File: src/sv/bss_pkg.sv
`default_nettype none

package bss_pkg;

    // Largest group the schedule supports.
    localparam int MAX_RANKS = 1024;

    // Field widths.
    localparam int RANK_W  = 10;
    localparam int SIZE_W  = 11;
    localparam int BYTES_W = 31;
    localparam int CFG_W   = 11;

    // Divider runs one quotient bit per cycle over the padded byte count.
    localparam int DIV_W   = BYTES_W + 1;
    localparam int DIV_CNT_W = $clog2(DIV_W);

    // Wide enough for a piece times a relative rank or a mask.
    localparam int PROD_W  = BYTES_W + SIZE_W;

    // Configuration register indexes.
    typedef enum logic [0:0] {
        REG_GROUP_SIZE = 1'b0,
        REG_MY_RANK    = 1'b1
    } bss_reg_idx_t;

    // Operation kinds.
    typedef enum logic [1:0] {
        OP_NONE = 2'd0,
        OP_RECV = 2'd1,
        OP_SEND = 2'd2,
        OP_BAD  = 2'd3
    } bss_op_kind_t;

    // One request beat.
    typedef struct packed {
        logic [RANK_W-1:0]  root_rank;
        logic [BYTES_W-1:0] total_bytes;
    } bss_req_t;

    // One operation beat.
    typedef struct packed {
        bss_op_kind_t       op_kind;
        logic [RANK_W-1:0]  peer_rank;
        logic [BYTES_W-1:0] byte_offset;
        logic [BYTES_W-1:0] byte_count;
        logic               last_op;
    } bss_op_t;

    // Controller states.
    typedef enum logic [2:0] {
        ST_IDLE,
        ST_DIVIDE,
        ST_MULT,
        ST_PARENT,
        ST_SEND,
        ST_FINISH
    } bss_state_t;

    // Commands from the controller to the datapath.
    typedef struct packed {
        logic load;
        logic div_step;
        logic mul;
        logic par_step;
        logic snd_step;
        logic fin;
    } bss_cmd_t;

    // Status from the datapath to the controller.
    typedef struct packed {
        logic bad;
        logic div_last;
        logic par_stop;
        logic snd_stop;
        logic can_step;
        logic out_free;
    } bss_stat_t;

endpackage

`default_nettype wire

File: src/sv/binomial_scatter_schedule_unit.sv
// Channel   Direction  Handshake          Beat
// req       in         req_valid/stall    root_rank, total_bytes
// op        out        op_valid/stall     op_kind, peer_rank, byte_offset, byte_count, last_op
// cfg       in         cfg_we             cfg_index, cfg_data (group_size, my_rank)
//
// A request is accepted, then run through the serial divider, the piece times relative rank product,
// the parent search, which tries one mask bit at a time, and the send walk, which tries one child
// mask at a time before it is left; last the final beat is loaded.
// A bad argument goes straight to the final beat. One request is worked at a time; its final
// beat waits in the output register while the next one is accepted.
// Reset is asynchronous. A stall on op holds the walk once pending and output are full.
`default_nettype none

module binomial_scatter_schedule_unit (
    input  wire logic                       clk,
    input  wire logic                       rst_n,
    input  wire logic                       cfg_we,
    input  wire logic [0:0]                 cfg_index,
    input  wire logic [bss_pkg::CFG_W-1:0]  cfg_data,
    input  wire logic                       req_valid,
    output logic                            req_stall,
    input  wire bss_pkg::bss_req_t          req,
    output logic                            op_valid,
    input  wire logic                       op_stall,
    output bss_pkg::bss_op_t                op
);

    bss_pkg::bss_cmd_t  cmd;
    bss_pkg::bss_stat_t stat;

    // Sequencing of the divide, parent search and send walk.
    bss_ctrl u_ctrl (
        .clk       (clk),
        .rst_n     (rst_n),
        .req_valid (req_valid),
        .req_stall (req_stall),
        .stat      (stat),
        .cmd       (cmd)
    );

    // Arithmetic, configuration and output registers.
    bss_datapath u_datapath (
        .clk       (clk),
        .rst_n     (rst_n),
        .cfg_we    (cfg_we),
        .cfg_index (cfg_index),
        .cfg_data  (cfg_data),
        .req       (req),
        .cmd       (cmd),
        .stat      (stat),
        .op_valid  (op_valid),
        .op_stall  (op_stall),
        .op        (op)
    );

endmodule

`default_nettype wire

File: src/sv/bss_ctrl.sv
`default_nettype none

module bss_ctrl (
    input  wire logic               clk,
    input  wire logic               rst_n,
    input  wire logic               req_valid,
    output logic                    req_stall,
    input  wire bss_pkg::bss_stat_t stat,
    output bss_pkg::bss_cmd_t       cmd
);

    bss_pkg::bss_state_t state_reg;
    bss_pkg::bss_state_t state_next;

    // State register.
    always_ff @(posedge clk or negedge rst_n)
    begin
        if (!rst_n)
        begin
            state_reg <= bss_pkg::ST_IDLE;
        end
        else
        begin
            state_reg <= state_next;
        end
    end

    // Next state and commands.
    always_comb
    begin
        state_next = state_reg;
        cmd        = '0;
        req_stall  = 1'b1;
        unique case (state_reg)
            bss_pkg::ST_IDLE:
            begin
                req_stall = 1'b0;
                if (req_valid)
                begin
                    cmd.load   = 1'b1;
                    state_next = stat.bad ? bss_pkg::ST_FINISH : bss_pkg::ST_DIVIDE;
                end
            end
            bss_pkg::ST_DIVIDE:
            begin
                cmd.div_step = 1'b1;
                if (stat.div_last)
                begin
                    state_next = bss_pkg::ST_MULT;
                end
            end
            bss_pkg::ST_MULT:
            begin
                cmd.mul    = 1'b1;
                state_next = bss_pkg::ST_PARENT;
            end
            bss_pkg::ST_PARENT:
            begin
                if (stat.can_step)
                begin
                    cmd.par_step = 1'b1;
                    if (stat.par_stop)
                    begin
                        state_next = bss_pkg::ST_SEND;
                    end
                end
            end
            bss_pkg::ST_SEND:
            begin
                if (stat.snd_stop)
                begin
                    state_next = bss_pkg::ST_FINISH;
                end
                else if (stat.can_step)
                begin
                    cmd.snd_step = 1'b1;
                end
            end
            bss_pkg::ST_FINISH:
            begin
                if (stat.out_free)
                begin
                    cmd.fin    = 1'b1;
                    state_next = bss_pkg::ST_IDLE;
                end
            end
            default:
            begin
                state_next = bss_pkg::ST_IDLE;
            end
        endcase
    end

endmodule

`default_nettype wire

File: src/sv/bss_datapath.sv
`default_nettype none

module bss_datapath (
    input  wire logic                        clk,
    input  wire logic                        rst_n,
    input  wire logic                        cfg_we,
    input  wire logic [0:0]                  cfg_index,
    input  wire logic [bss_pkg::CFG_W-1:0]   cfg_data,
    input  wire bss_pkg::bss_req_t           req,
    input  wire bss_pkg::bss_cmd_t           cmd,
    output bss_pkg::bss_stat_t               stat,
    output logic                             op_valid,
    input  wire logic                        op_stall,
    output bss_pkg::bss_op_t                 op
);

    localparam int RW = bss_pkg::RANK_W;
    localparam int SW = bss_pkg::SIZE_W;
    localparam int BW = bss_pkg::BYTES_W;
    localparam int DW = bss_pkg::DIV_W;
    localparam int PW = bss_pkg::PROD_W;
    localparam int MW = SW + 1;

    // Configuration registers.
    logic [SW-1:0]  size_reg;
    logic [RW-1:0]  rank_reg;

    // Per-request working registers.
    logic                            bad_reg;
    logic [BW-1:0]                   nbytes_reg;
    logic [SW-1:0]                   rel_reg;
    logic [DW-1:0]                   dvd_reg;
    logic [SW-1:0]                   rem_reg;
    logic [bss_pkg::DIV_CNT_W-1:0]   cnt_reg;
    logic [PW-1:0]                   prod_reg;
    logic [BW-1:0]                   curr_reg;
    logic [3:0]                      k_reg;

    // Pending operation and output register.
    bss_pkg::bss_op_t  pend_reg;
    logic              pend_valid_reg;
    bss_pkg::bss_op_t  out_reg;
    logic              out_valid_reg;

    logic            bad_now;
    logic [SW:0]     rel_sum;
    logic [SW:0]     div_trial;
    logic            div_sub;
    logic [BW-1:0]   piece;
    logic [MW-1:0]   size_ext;
    logic [MW-1:0]   rank_ext;
    logic [MW-1:0]   mask_par;
    logic            par_end;
    logic            par_hit;
    logic [MW-1:0]   src_peer;
    logic            rsz_pos;
    logic [BW-1:0]   rsz;
    logic [3:0]      k_dn;
    logic [MW-1:0]   mask_snd;
    logic            child_ok;
    logic [PW-1:0]   keep;
    logic            send_ok;
    logic [BW-1:0]   ssz;
    logic [MW-1:0]   dst_sum;
    logic [MW-1:0]   dst_peer;
    logic [PW-1:0]   snd_off;
    logic            out_free;
    logic            can_step;

    function automatic bss_pkg::bss_op_t make_op(
        input bss_pkg::bss_op_kind_t kind,
        input logic [RW-1:0]         peer,
        input logic [BW-1:0]         off,
        input logic [BW-1:0]         cnt,
        input logic                  last
    );
        bss_pkg::bss_op_t o;
        o.op_kind     = kind;
        o.peer_rank   = peer;
        o.byte_offset = off;
        o.byte_count  = cnt;
        o.last_op     = last;
        return o;
    endfunction

    // Argument check and relative rank for a new request.
    always_comb
    begin
        bad_now = (size_reg == '0)
               || ({{(32-SW){1'b0}}, size_reg} > 32'(bss_pkg::MAX_RANKS))
               || ({1'b0, req.root_rank} >= size_reg)
               || ({1'b0, rank_reg} >= size_reg);
        rel_sum = (rank_reg >= req.root_rank)
                ? {2'b00, rank_reg} - {2'b00, req.root_rank}
                : {2'b00, rank_reg} + {1'b0, size_reg} - {2'b00, req.root_rank};
    end

    // One restoring divide step per cycle.
    always_comb
    begin
        div_trial = {rem_reg, dvd_reg[DW-1]};
        div_sub   = div_trial >= {1'b0, size_reg};
        piece     = dvd_reg[BW-1:0];
    end

    // Parent search: lowest set bit of the relative rank.
    always_comb
    begin
        size_ext = {1'b0, size_reg};
        rank_ext = {2'b00, rank_reg};
        mask_par = MW'(1) << k_reg;
        par_end  = mask_par >= size_ext;
        par_hit  = (({1'b0, rel_reg}) & mask_par) != '0;
        src_peer = (rank_ext >= mask_par) ? rank_ext - mask_par
                                          : rank_ext + size_ext - mask_par;
        rsz_pos  = {{(PW-BW){1'b0}}, nbytes_reg} > prod_reg;
        rsz      = nbytes_reg - prod_reg[BW-1:0];
    end

    // Child sends, largest subtree first.
    always_comb
    begin
        k_dn     = k_reg - 4'd1;
        mask_snd = MW'(1) << k_dn;
        child_ok = ({1'b0, rel_reg} + mask_snd) < size_ext;
        keep     = {{(PW-BW){1'b0}}, piece} << k_dn;
        send_ok  = child_ok && ({{(PW-BW){1'b0}}, curr_reg} > keep);
        ssz      = curr_reg - keep[BW-1:0];
        dst_sum  = rank_ext + mask_snd;
        dst_peer = (dst_sum >= size_ext) ? dst_sum - size_ext : dst_sum;
        snd_off  = prod_reg + keep;
    end

    // Status toward the controller.
    always_comb
    begin
        out_free      = !out_valid_reg || !op_stall;
        can_step      = !pend_valid_reg || out_free;
        stat.bad      = bad_now;
        stat.div_last = cnt_reg == bss_pkg::DIV_CNT_W'(DW - 1);
        stat.par_stop = par_hit || par_end;
        stat.snd_stop = k_reg == '0;
        stat.can_step = can_step;
        stat.out_free = out_free;
    end

    // Configuration writes.
    always_ff @(posedge clk or negedge rst_n)
    begin
        if (!rst_n)
        begin
            size_reg <= SW'(1);
            rank_reg <= '0;
        end
        else if (cfg_we)
        begin
            unique case (cfg_index)
                bss_pkg::REG_GROUP_SIZE: size_reg <= cfg_data[SW-1:0];
                bss_pkg::REG_MY_RANK:    rank_reg <= cfg_data[RW-1:0];
                default:                 ;
            endcase
        end
    end

    // Control flags: pending and output valid.
    always_ff @(posedge clk or negedge rst_n)
    begin
        if (!rst_n)
        begin
            pend_valid_reg <= 1'b0;
            out_valid_reg  <= 1'b0;
        end
        else
        begin
            if (out_valid_reg && !op_stall)
            begin
                out_valid_reg <= 1'b0;
            end
            if (cmd.load)
            begin
                pend_valid_reg <= 1'b0;
            end
            if (cmd.par_step && par_hit && rsz_pos)
            begin
                pend_valid_reg <= 1'b1;
                if (pend_valid_reg)
                begin
                    out_valid_reg <= 1'b1;
                end
            end
            if (cmd.snd_step && send_ok)
            begin
                pend_valid_reg <= 1'b1;
                if (pend_valid_reg)
                begin
                    out_valid_reg <= 1'b1;
                end
            end
            if (cmd.fin)
            begin
                pend_valid_reg <= 1'b0;
                out_valid_reg  <= 1'b1;
            end
        end
    end

    // Working registers and operation payloads.
    always_ff @(posedge clk)
    begin
        if (cmd.load)
        begin
            bad_reg    <= bad_now;
            nbytes_reg <= req.total_bytes;
            rel_reg    <= rel_sum[SW-1:0];
            curr_reg   <= (req.root_rank == rank_reg) ? req.total_bytes : '0;
            dvd_reg    <= {1'b0, req.total_bytes} + DW'(size_reg) - DW'(1);
            rem_reg    <= '0;
            cnt_reg    <= '0;
        end
        if (cmd.div_step)
        begin
            rem_reg <= div_sub ? SW'(div_trial - {1'b0, size_reg}) : div_trial[SW-1:0];
            dvd_reg <= {dvd_reg[DW-2:0], div_sub};
            cnt_reg <= cnt_reg + 1'b1;
        end
        if (cmd.mul)
        begin
            prod_reg <= PW'(rel_reg) * PW'(piece);
            k_reg    <= '0;
        end
        if (cmd.par_step)
        begin
            if (par_hit)
            begin
                curr_reg <= rsz_pos ? rsz : '0;
                if (rsz_pos)
                begin
                    if (pend_valid_reg)
                    begin
                        out_reg <= pend_reg;
                    end
                    pend_reg <= make_op(bss_pkg::OP_RECV, src_peer[RW-1:0],
                                        prod_reg[BW-1:0], rsz, 1'b0);
                end
            end
            else if (!par_end)
            begin
                k_reg <= k_reg + 4'd1;
            end
        end
        if (cmd.snd_step)
        begin
            k_reg <= k_dn;
            if (send_ok)
            begin
                curr_reg <= keep[BW-1:0];
                if (pend_valid_reg)
                begin
                    out_reg <= pend_reg;
                end
                pend_reg <= make_op(bss_pkg::OP_SEND, dst_peer[RW-1:0],
                                    snd_off[BW-1:0], ssz, 1'b0);
            end
        end
        if (cmd.fin)
        begin
            if (bad_reg)
            begin
                out_reg <= make_op(bss_pkg::OP_BAD, '0, '0, '0, 1'b1);
            end
            else if (pend_valid_reg)
            begin
                out_reg         <= pend_reg;
                out_reg.last_op <= 1'b1;
            end
            else
            begin
                out_reg <= make_op(bss_pkg::OP_NONE, '0, '0, '0, 1'b1);
            end
        end
    end

    assign op_valid = out_valid_reg;
    assign op       = out_reg;

endmodule

`default_nettype wire
File: config.mk
export PLATFORM = sky130hd
export DESIGN_NAME = binomial_scatter_schedule_unit
export DESIGN_NICKNAME = d
export VERILOG_FILES = /design/src/sv/bss_pkg.sv /design/src/sv/binomial_scatter_schedule_unit.sv /design/src/sv/bss_ctrl.sv /design/src/sv/bss_datapath.sv
export SDC_FILE = /design/constraint.sdc
export NUM_CORES = 2
export LEC_CHECK = 0
export BUFFER_PORTS_ARGS = -buffer_cell sky130_fd_sc_hd__buf_2
export CAP_MARGIN = 0
export CORE_MARGIN = 1
export CORE_UTILIZATION = 33
export DETAILED_ROUTE_END_ITERATION = 8
export HOLD_SLACK_MARGIN = 0.05
export PLACE_DENSITY = 0.58
export SLEW_MARGIN = 20
export SYNTH_ARGS = -nofsm -noshare
export SYNTH_HDL_FRONTEND = slang
export SYNTH_SLANG_ARGS = --single-unit
File: constraint.sdc
create_clock -name clk -period 17 [get_ports clk]
set_input_delay 3.4 -clock clk [delete_from_list [all_inputs] [get_ports clk]]
set_output_delay 3.4 -clock clk [all_outputs]
set_load 0.05 [all_outputs]
======== Word-level counts from Yosys, hierarchy flattened ========
Cells that the tools add are included.
word-level totals
  register bits after elaboration ......... 344
  bits of input ports ..................... 58
  output and inout port bits .............. 77
  word-level logic and storage cells ...... 160
cells by class
  add/sub/neg operators ................... 17
  multipliers ............................. 1
  $lt $le $gt $ge ......................... 11
  equal/unequal tests ..................... 13
  shift operators ......................... 3
  mux-type cells .......................... 66
  bitwise operators ....................... 2
  reductions and logical operators ........ 23
operator list
  operator               number
  $mux 75                15
  $mux 31                7
  $gt 31x42->1           2
  $mux 32                2
  $sub 31x31->31         2
  $mux 11                4
  $mul 11x31->42         1
  $shl 31x4->42          1
  $ge 12x11->1           3
  $add 31x11->32         1
  $sub 32x1->32 const B  1
  $add 31x31->31         1
  $sub 10x10->10         3
  $shl 1x4->12 const A   2
  $ge 10x11->1           2
  $mux 1                 21
  $mux 3                 7
  $mux 10                2
  $mux 4                 5
  $pmux 3 s6             1
  $add 10x12->12         1
  $add 11x12->12         1
  $and 11x12->12         1
  $ge 10x12->1           1
  other kinds (30)       49

======== Longest topological paths before layout ========
  depth after elaboration ................. 11
  depth in mapped cells ................... 35
  mapped depth without buffers ............ 26

======== Cells and area by module ========
Synthesis repeated with hierarchy kept, for this count alone.
second synthesis, totals
  cells, all modules ...................... 4148
  area total of the unflattened synthesis .. 36227.2 um^2
modules (own cells, without submodules)
  module        instances  cells each  area each (um^2)  seq. area each (um^2)
  bss_datapath  1          4111        35918.2           8274.2
  bss_ctrl      1          37          309.0             75.1

======== Least setup slack after synthesis ========
Ideal clock, no wire load.
  path kind ............................... register to register
  start ................................... register u_datapath.k_reg[0]
  end ..................................... register u_datapath.out_reg (netlist bit u_datapath.op[13])
  library setup time ...................... 117 ps
  arrival ................................. 6843 ps
  required time ........................... 16883 ps
  slack ................................... 10040 ps
  cell stages (with the launch flop) ...... 36
  buffers on the path ..................... 9
  period minus slack after synthesis ...... 6960 ps
  path through ............................ dfxtp_1 -> buf_4 -> inv_1 -> clkbuf_1 -> buf_1 -> ha_1 -> ha_1 -> buf_1 -> buf_2 -> buf_1 -> clkbuf_1 -> and3_1 -> ha_1 -> inv_1 -> fa_1 -> nor2b_1 -> o21ai_0 -> a21boi_0 -> o21ai_0 -> a21boi_0 -> o21a_1 -> o21ai_0 -> nand2b_1 -> a21oi_1 -> xnor2_1 -> ha_1 -> nor2b_1 -> a2111oi_0 -> nand3_1 -> a41oi_2 -> o211ai_2 -> nand2_1 -> a21oi_1 -> buf_6 -> buf_6 -> a22o_1
between the ends
  word-level cells in the longest chain between the ends .. 9
  elaborated cells between the ends (all ways) .. 19
  classes of those cells .................. add/sub (2); order compare (2); shift (3); mux (8); bitwise (1); reduce/logical (3)
ends and longest elaborated chain
  element                                                 line                 source
  start: declaration                                      bss_datapath.sv:37   logic [3:0] k_reg;
  start signal: assignment                                bss_datapath.sv:248  k_reg <= k_reg + 4'd1;
  start signal: assignment                                bss_datapath.sv:253  k_reg <= k_dn;
  branches (longest 7 deep; another with $add 11x12->12)  --
  $mux 75 (*)                                             bss_datapath.sv:251  if (cmd.snd_step)
  $mux 75 (*)                                             bss_datapath.sv:265  if (cmd.fin)
  end signal: assignment                                  bss_datapath.sv:259  out_reg <= pend_reg;
  end signal: assignment                                  bss_datapath.sv:269  out_reg <= make_op(bss_pkg::OP_BAD, '0, '0, '0, 1'b1);
  end signal: assignment                                  bss_datapath.sv:273  out_reg <= pend_reg;
  end: declaration                                        bss_datapath.sv:42   bss_pkg::bss_op_t out_reg;
Every way passes the cells marked *.
A chain may end at the register's enable or synchronous reset.

======== Worst setup path after layout ========
  start ................................... register u_datapath.k_reg[0]
  end ..................................... register u_datapath.out_reg (netlist bit u_datapath.op[48])
Same word-level chain as after synthesis.

==> impl_metrics.csv <==
group,metric,value,unit
outcome,outcome,"finished clean",
sta,drv_slew,0,
synthesis,synth.area.top_cells,"fa_1 (15%), ha_1 (13%), edfxtp_1 (11%), dfxtp_1 (10%), inv_1 (5.0%)",
cts,clock-sinks,344,
routing,drc,0,
synthesis,syn_area,35700,um^2
cts,cts_hold_buffers,0,
die,die-area,110000,um^2
cts,cts-buffers-inserted,43,
synthesis,yosys.area.top_type,"fa_1",
sta,tns,0,ns
synthesis,async_flop_share,7.56,%
cts,cts_root_buf,"clkbuf_16",
global_routing,track_usage,20.2,%
global_routing,grt-ovfl-total,0,
finish,fin_area,39200,um^2
hold_path,hold_class,"reg -> reg",
global_routing,grt_start_max_net_pins,75,
cts,cts_buffer_depth,3,
finish,utilization,36.5,%
placed_design,dp_hpwl,86.5,mm
die,start_util,33.3,%
routing,routed_wl,112,mm
flow_run,cap_viol_max_count,0,
synthesis,synthCells,4045,
sta,fin_skew,0.0187,ns
sta,finalCriticalPeriod,7.97,ns
synthesis,synth_fp_nets,4732,
global_routing,grt_pass1_vias,29050,
die,pin_count,135,
hold_path,hp-start,"u_datapath.pend_reg[29]",
sta,hold_viol,0,
cts,cts_setup_buffers,0,
routing,vias,29801,
cts,ctsResizeCount,0,
die,dieWidth,331,um
cts,cts_tree,"yes",
setup_path,worstPathRequired,17.53,ns
setup_path,critPathLaunch,"u_datapath.k_reg[0]",
synthesis,synth_top_area_share,15.2,%
synthesis,synth_common_cells,"inv_1 (479), nand2_1 (388), ha_1 (357)",
sta,timing.hold.ws,0.449,ns
synthesis,synth.most_common_cell,"inv_1",
synthesis,syn_area_per_cell,8.83,um^2
routing,ant_nets,0,
setup_path,startpoint_type,"register",
finish,area_growth_syn_to_layout,9.65,%
global_routing,grt_pass1_wl,171,mm
die,die_h,331,um
setup_path,worstPathArrival,8.50,ns
sta,tightest_slew,1.05,ns
routing,drtPass1Iterations,5,
synthesis,synth_enable_flop_cells,133,
finish,nets,4778,
routing,routedWlPerCell,20.3,um
placed_design,port_buffers,134,
setup_path,crit_fanout,72,
sta,post-route-period-util,46.9,%
synthesis,ys_types,85,
setup_path,r2r_start,"u_datapath.k_reg[0]",
routing,drt_iter0_markers,2544,
sta,slew_headroom,29.5,%
synthesis,ys_warn_count,0,
cts,clk_pin_slew,0.06,ns
finish,drive_above_1_share,8.63,%
setup_path,end_kind,"register",
synthesis,ys_ff_latch,344,
sta,rsz0062_at_grt,"no",
placed_design,dpl-instance-area,37800,um^2
die,core_area,107000,um^2
synthesis,ys_seq_area_share,23.4,%
die,row_count,120,
cts,h-tree-depth,2,
sta,max_freq,125,MHz
sta,setup_violations,0,
global_routing,antenna_found_initial,10,
placed_design,gp_congestion,0.929,
routing,viasPerCell,5.39,
setup_path,crit_type,"reg -> reg",
cts,insertion_delay,0.60,ns
synthesis,synth_flop_cell,"dfxtp_1",
## placed cells by master (no fill, tap or decap), types with 12 or more instances in the layout
| cell type | count |
|---|---|
| ha_1 | 355 |
| clkbuf_16 | 44 |
| a21oi_1 | 309 |
| mux4_2 | 23 |
| mux2i_1 | 56 |
| a22o_1 | 77 |
| nor3_1 | 64 |
| o21ai_0 | 162 |
| mux2_2 | 31 |
| nand2_1 | 387 |
| edfxtp_1 | 133 |
| a31oi_1 | 24 |
| a211oi_1 | 59 |
| nand4_1 | 27 |
| buf_2 | 134 |
| nor4_1 | 13 |
| o22ai_1 | 34 |
| nand2b_1 | 48 |
| a21o_1 | 95 |
| o31ai_1 | 15 |
| dfrtp_1 | 25 |
| nand3_1 | 88 |
| dfxtp_1 | 184 |
| buf_4 | 50 |
| fa_1 | 272 |
| a21boi_0 | 12 |
| xnor2_1 | 118 |
| and3_1 | 27 |
| o21bai_1 | 28 |
| and2_1 | 161 |
| nor2b_1 | 47 |
| inv_1 | 477 |
| o21a_1 | 43 |
| nor2_1 | 227 |
| xor2_1 | 74 |
| o211ai_1 | 15 |
## worst paths after layout
path                                                  end  slack (ns)  cells past startpoint
max in group asynchronous          u_datapath.size_reg[1]       13.66                      1
worst max register to register          u_datapath.op[48]        9.03                     24
worst min register to register          u_datapath.op[29]        0.45                      1
min in group asynchronous       u_datapath.pend_valid_reg        2.86                      1
worst max-delay path                    u_datapath.op[48]        9.03                     24
worst min-delay path                    u_datapath.op[29]        0.45                      1
## critical path, stage by stage (launching register included)
cell,delay (ns)
dfxtp_2,0.91
inv_1,0.65
ha_1,0.45
ha_2,0.35
buf_4,0.49
nor2_1,0.24
and2_1,0.25
ha_1,0.33
a21boi_0,0.15
o21ai_0,0.24
a21boi_0,0.16
o21a_1,0.20
o21ai_0,0.14
nand2b_1,0.07
a21oi_1,0.17
xnor2_1,0.14
ha_1,0.27
nor2b_1,0.13
a2111oi_0,0.32
nand3_1,0.15
a41oi_2,0.31
o211a_4,0.59
o311a_2,0.25
buf_4,0.58
a22o_1,0.22
## layer usage
layer | vias up | wire length (um) | part of all wire [%] | track usage, %
met5 | - | 0 | 0 | 0
met4 | 0 | 3290 | 2.9 | 6.28
met3 | 190 | 8720 | 7.8 | 3.23
met2 | 1027 | 50600 | 45 | 32.4
met1 | 14565 | 49700 | 44 | 27.9
li1 | 14019 | - | - | -
## per-stage QoR
step	setup slack, ns	std cells
floorplan	10.04	4045
global placement	9.31	5449
detailed placement	9.21	5449
CTS	9.15	5528
global route	8.41	5528
finish	9.03	5531
## cell type report
| class | instances | area [um^2] |
|---|---|---|
| fillers | 11092 | 68000 |
| multi-input cells | 3039 | 24900 |
| flip-flops and latches | 344 | 8350 |
| inverters | 479 | 1800 |
| well taps | 1403 | 1760 |
| clock buffers | 59 | 1210 |
| repair buffers | 184 | 1050 |
| clock inverters | 20 | 161 |
| diodes | 3 | 7.51 |
## cells by family (layout without fill, tap and decap cells)
family	count (synthesis)	count (layout)	synth area share (%)
xor+xnor	194	194	4.76
fa+ha+maj	629	629	27.7
mux	110	110	4.00
simple gates	1140	1140	15.3
buf+inv	662	742	7.33
flops	344	344	23.4
compound gates	966	966	17.5
other cells	0	3	0
Power is not shown: default switching activity piles up to over one toggle a cycle in this logic, so the estimate is an artifact.
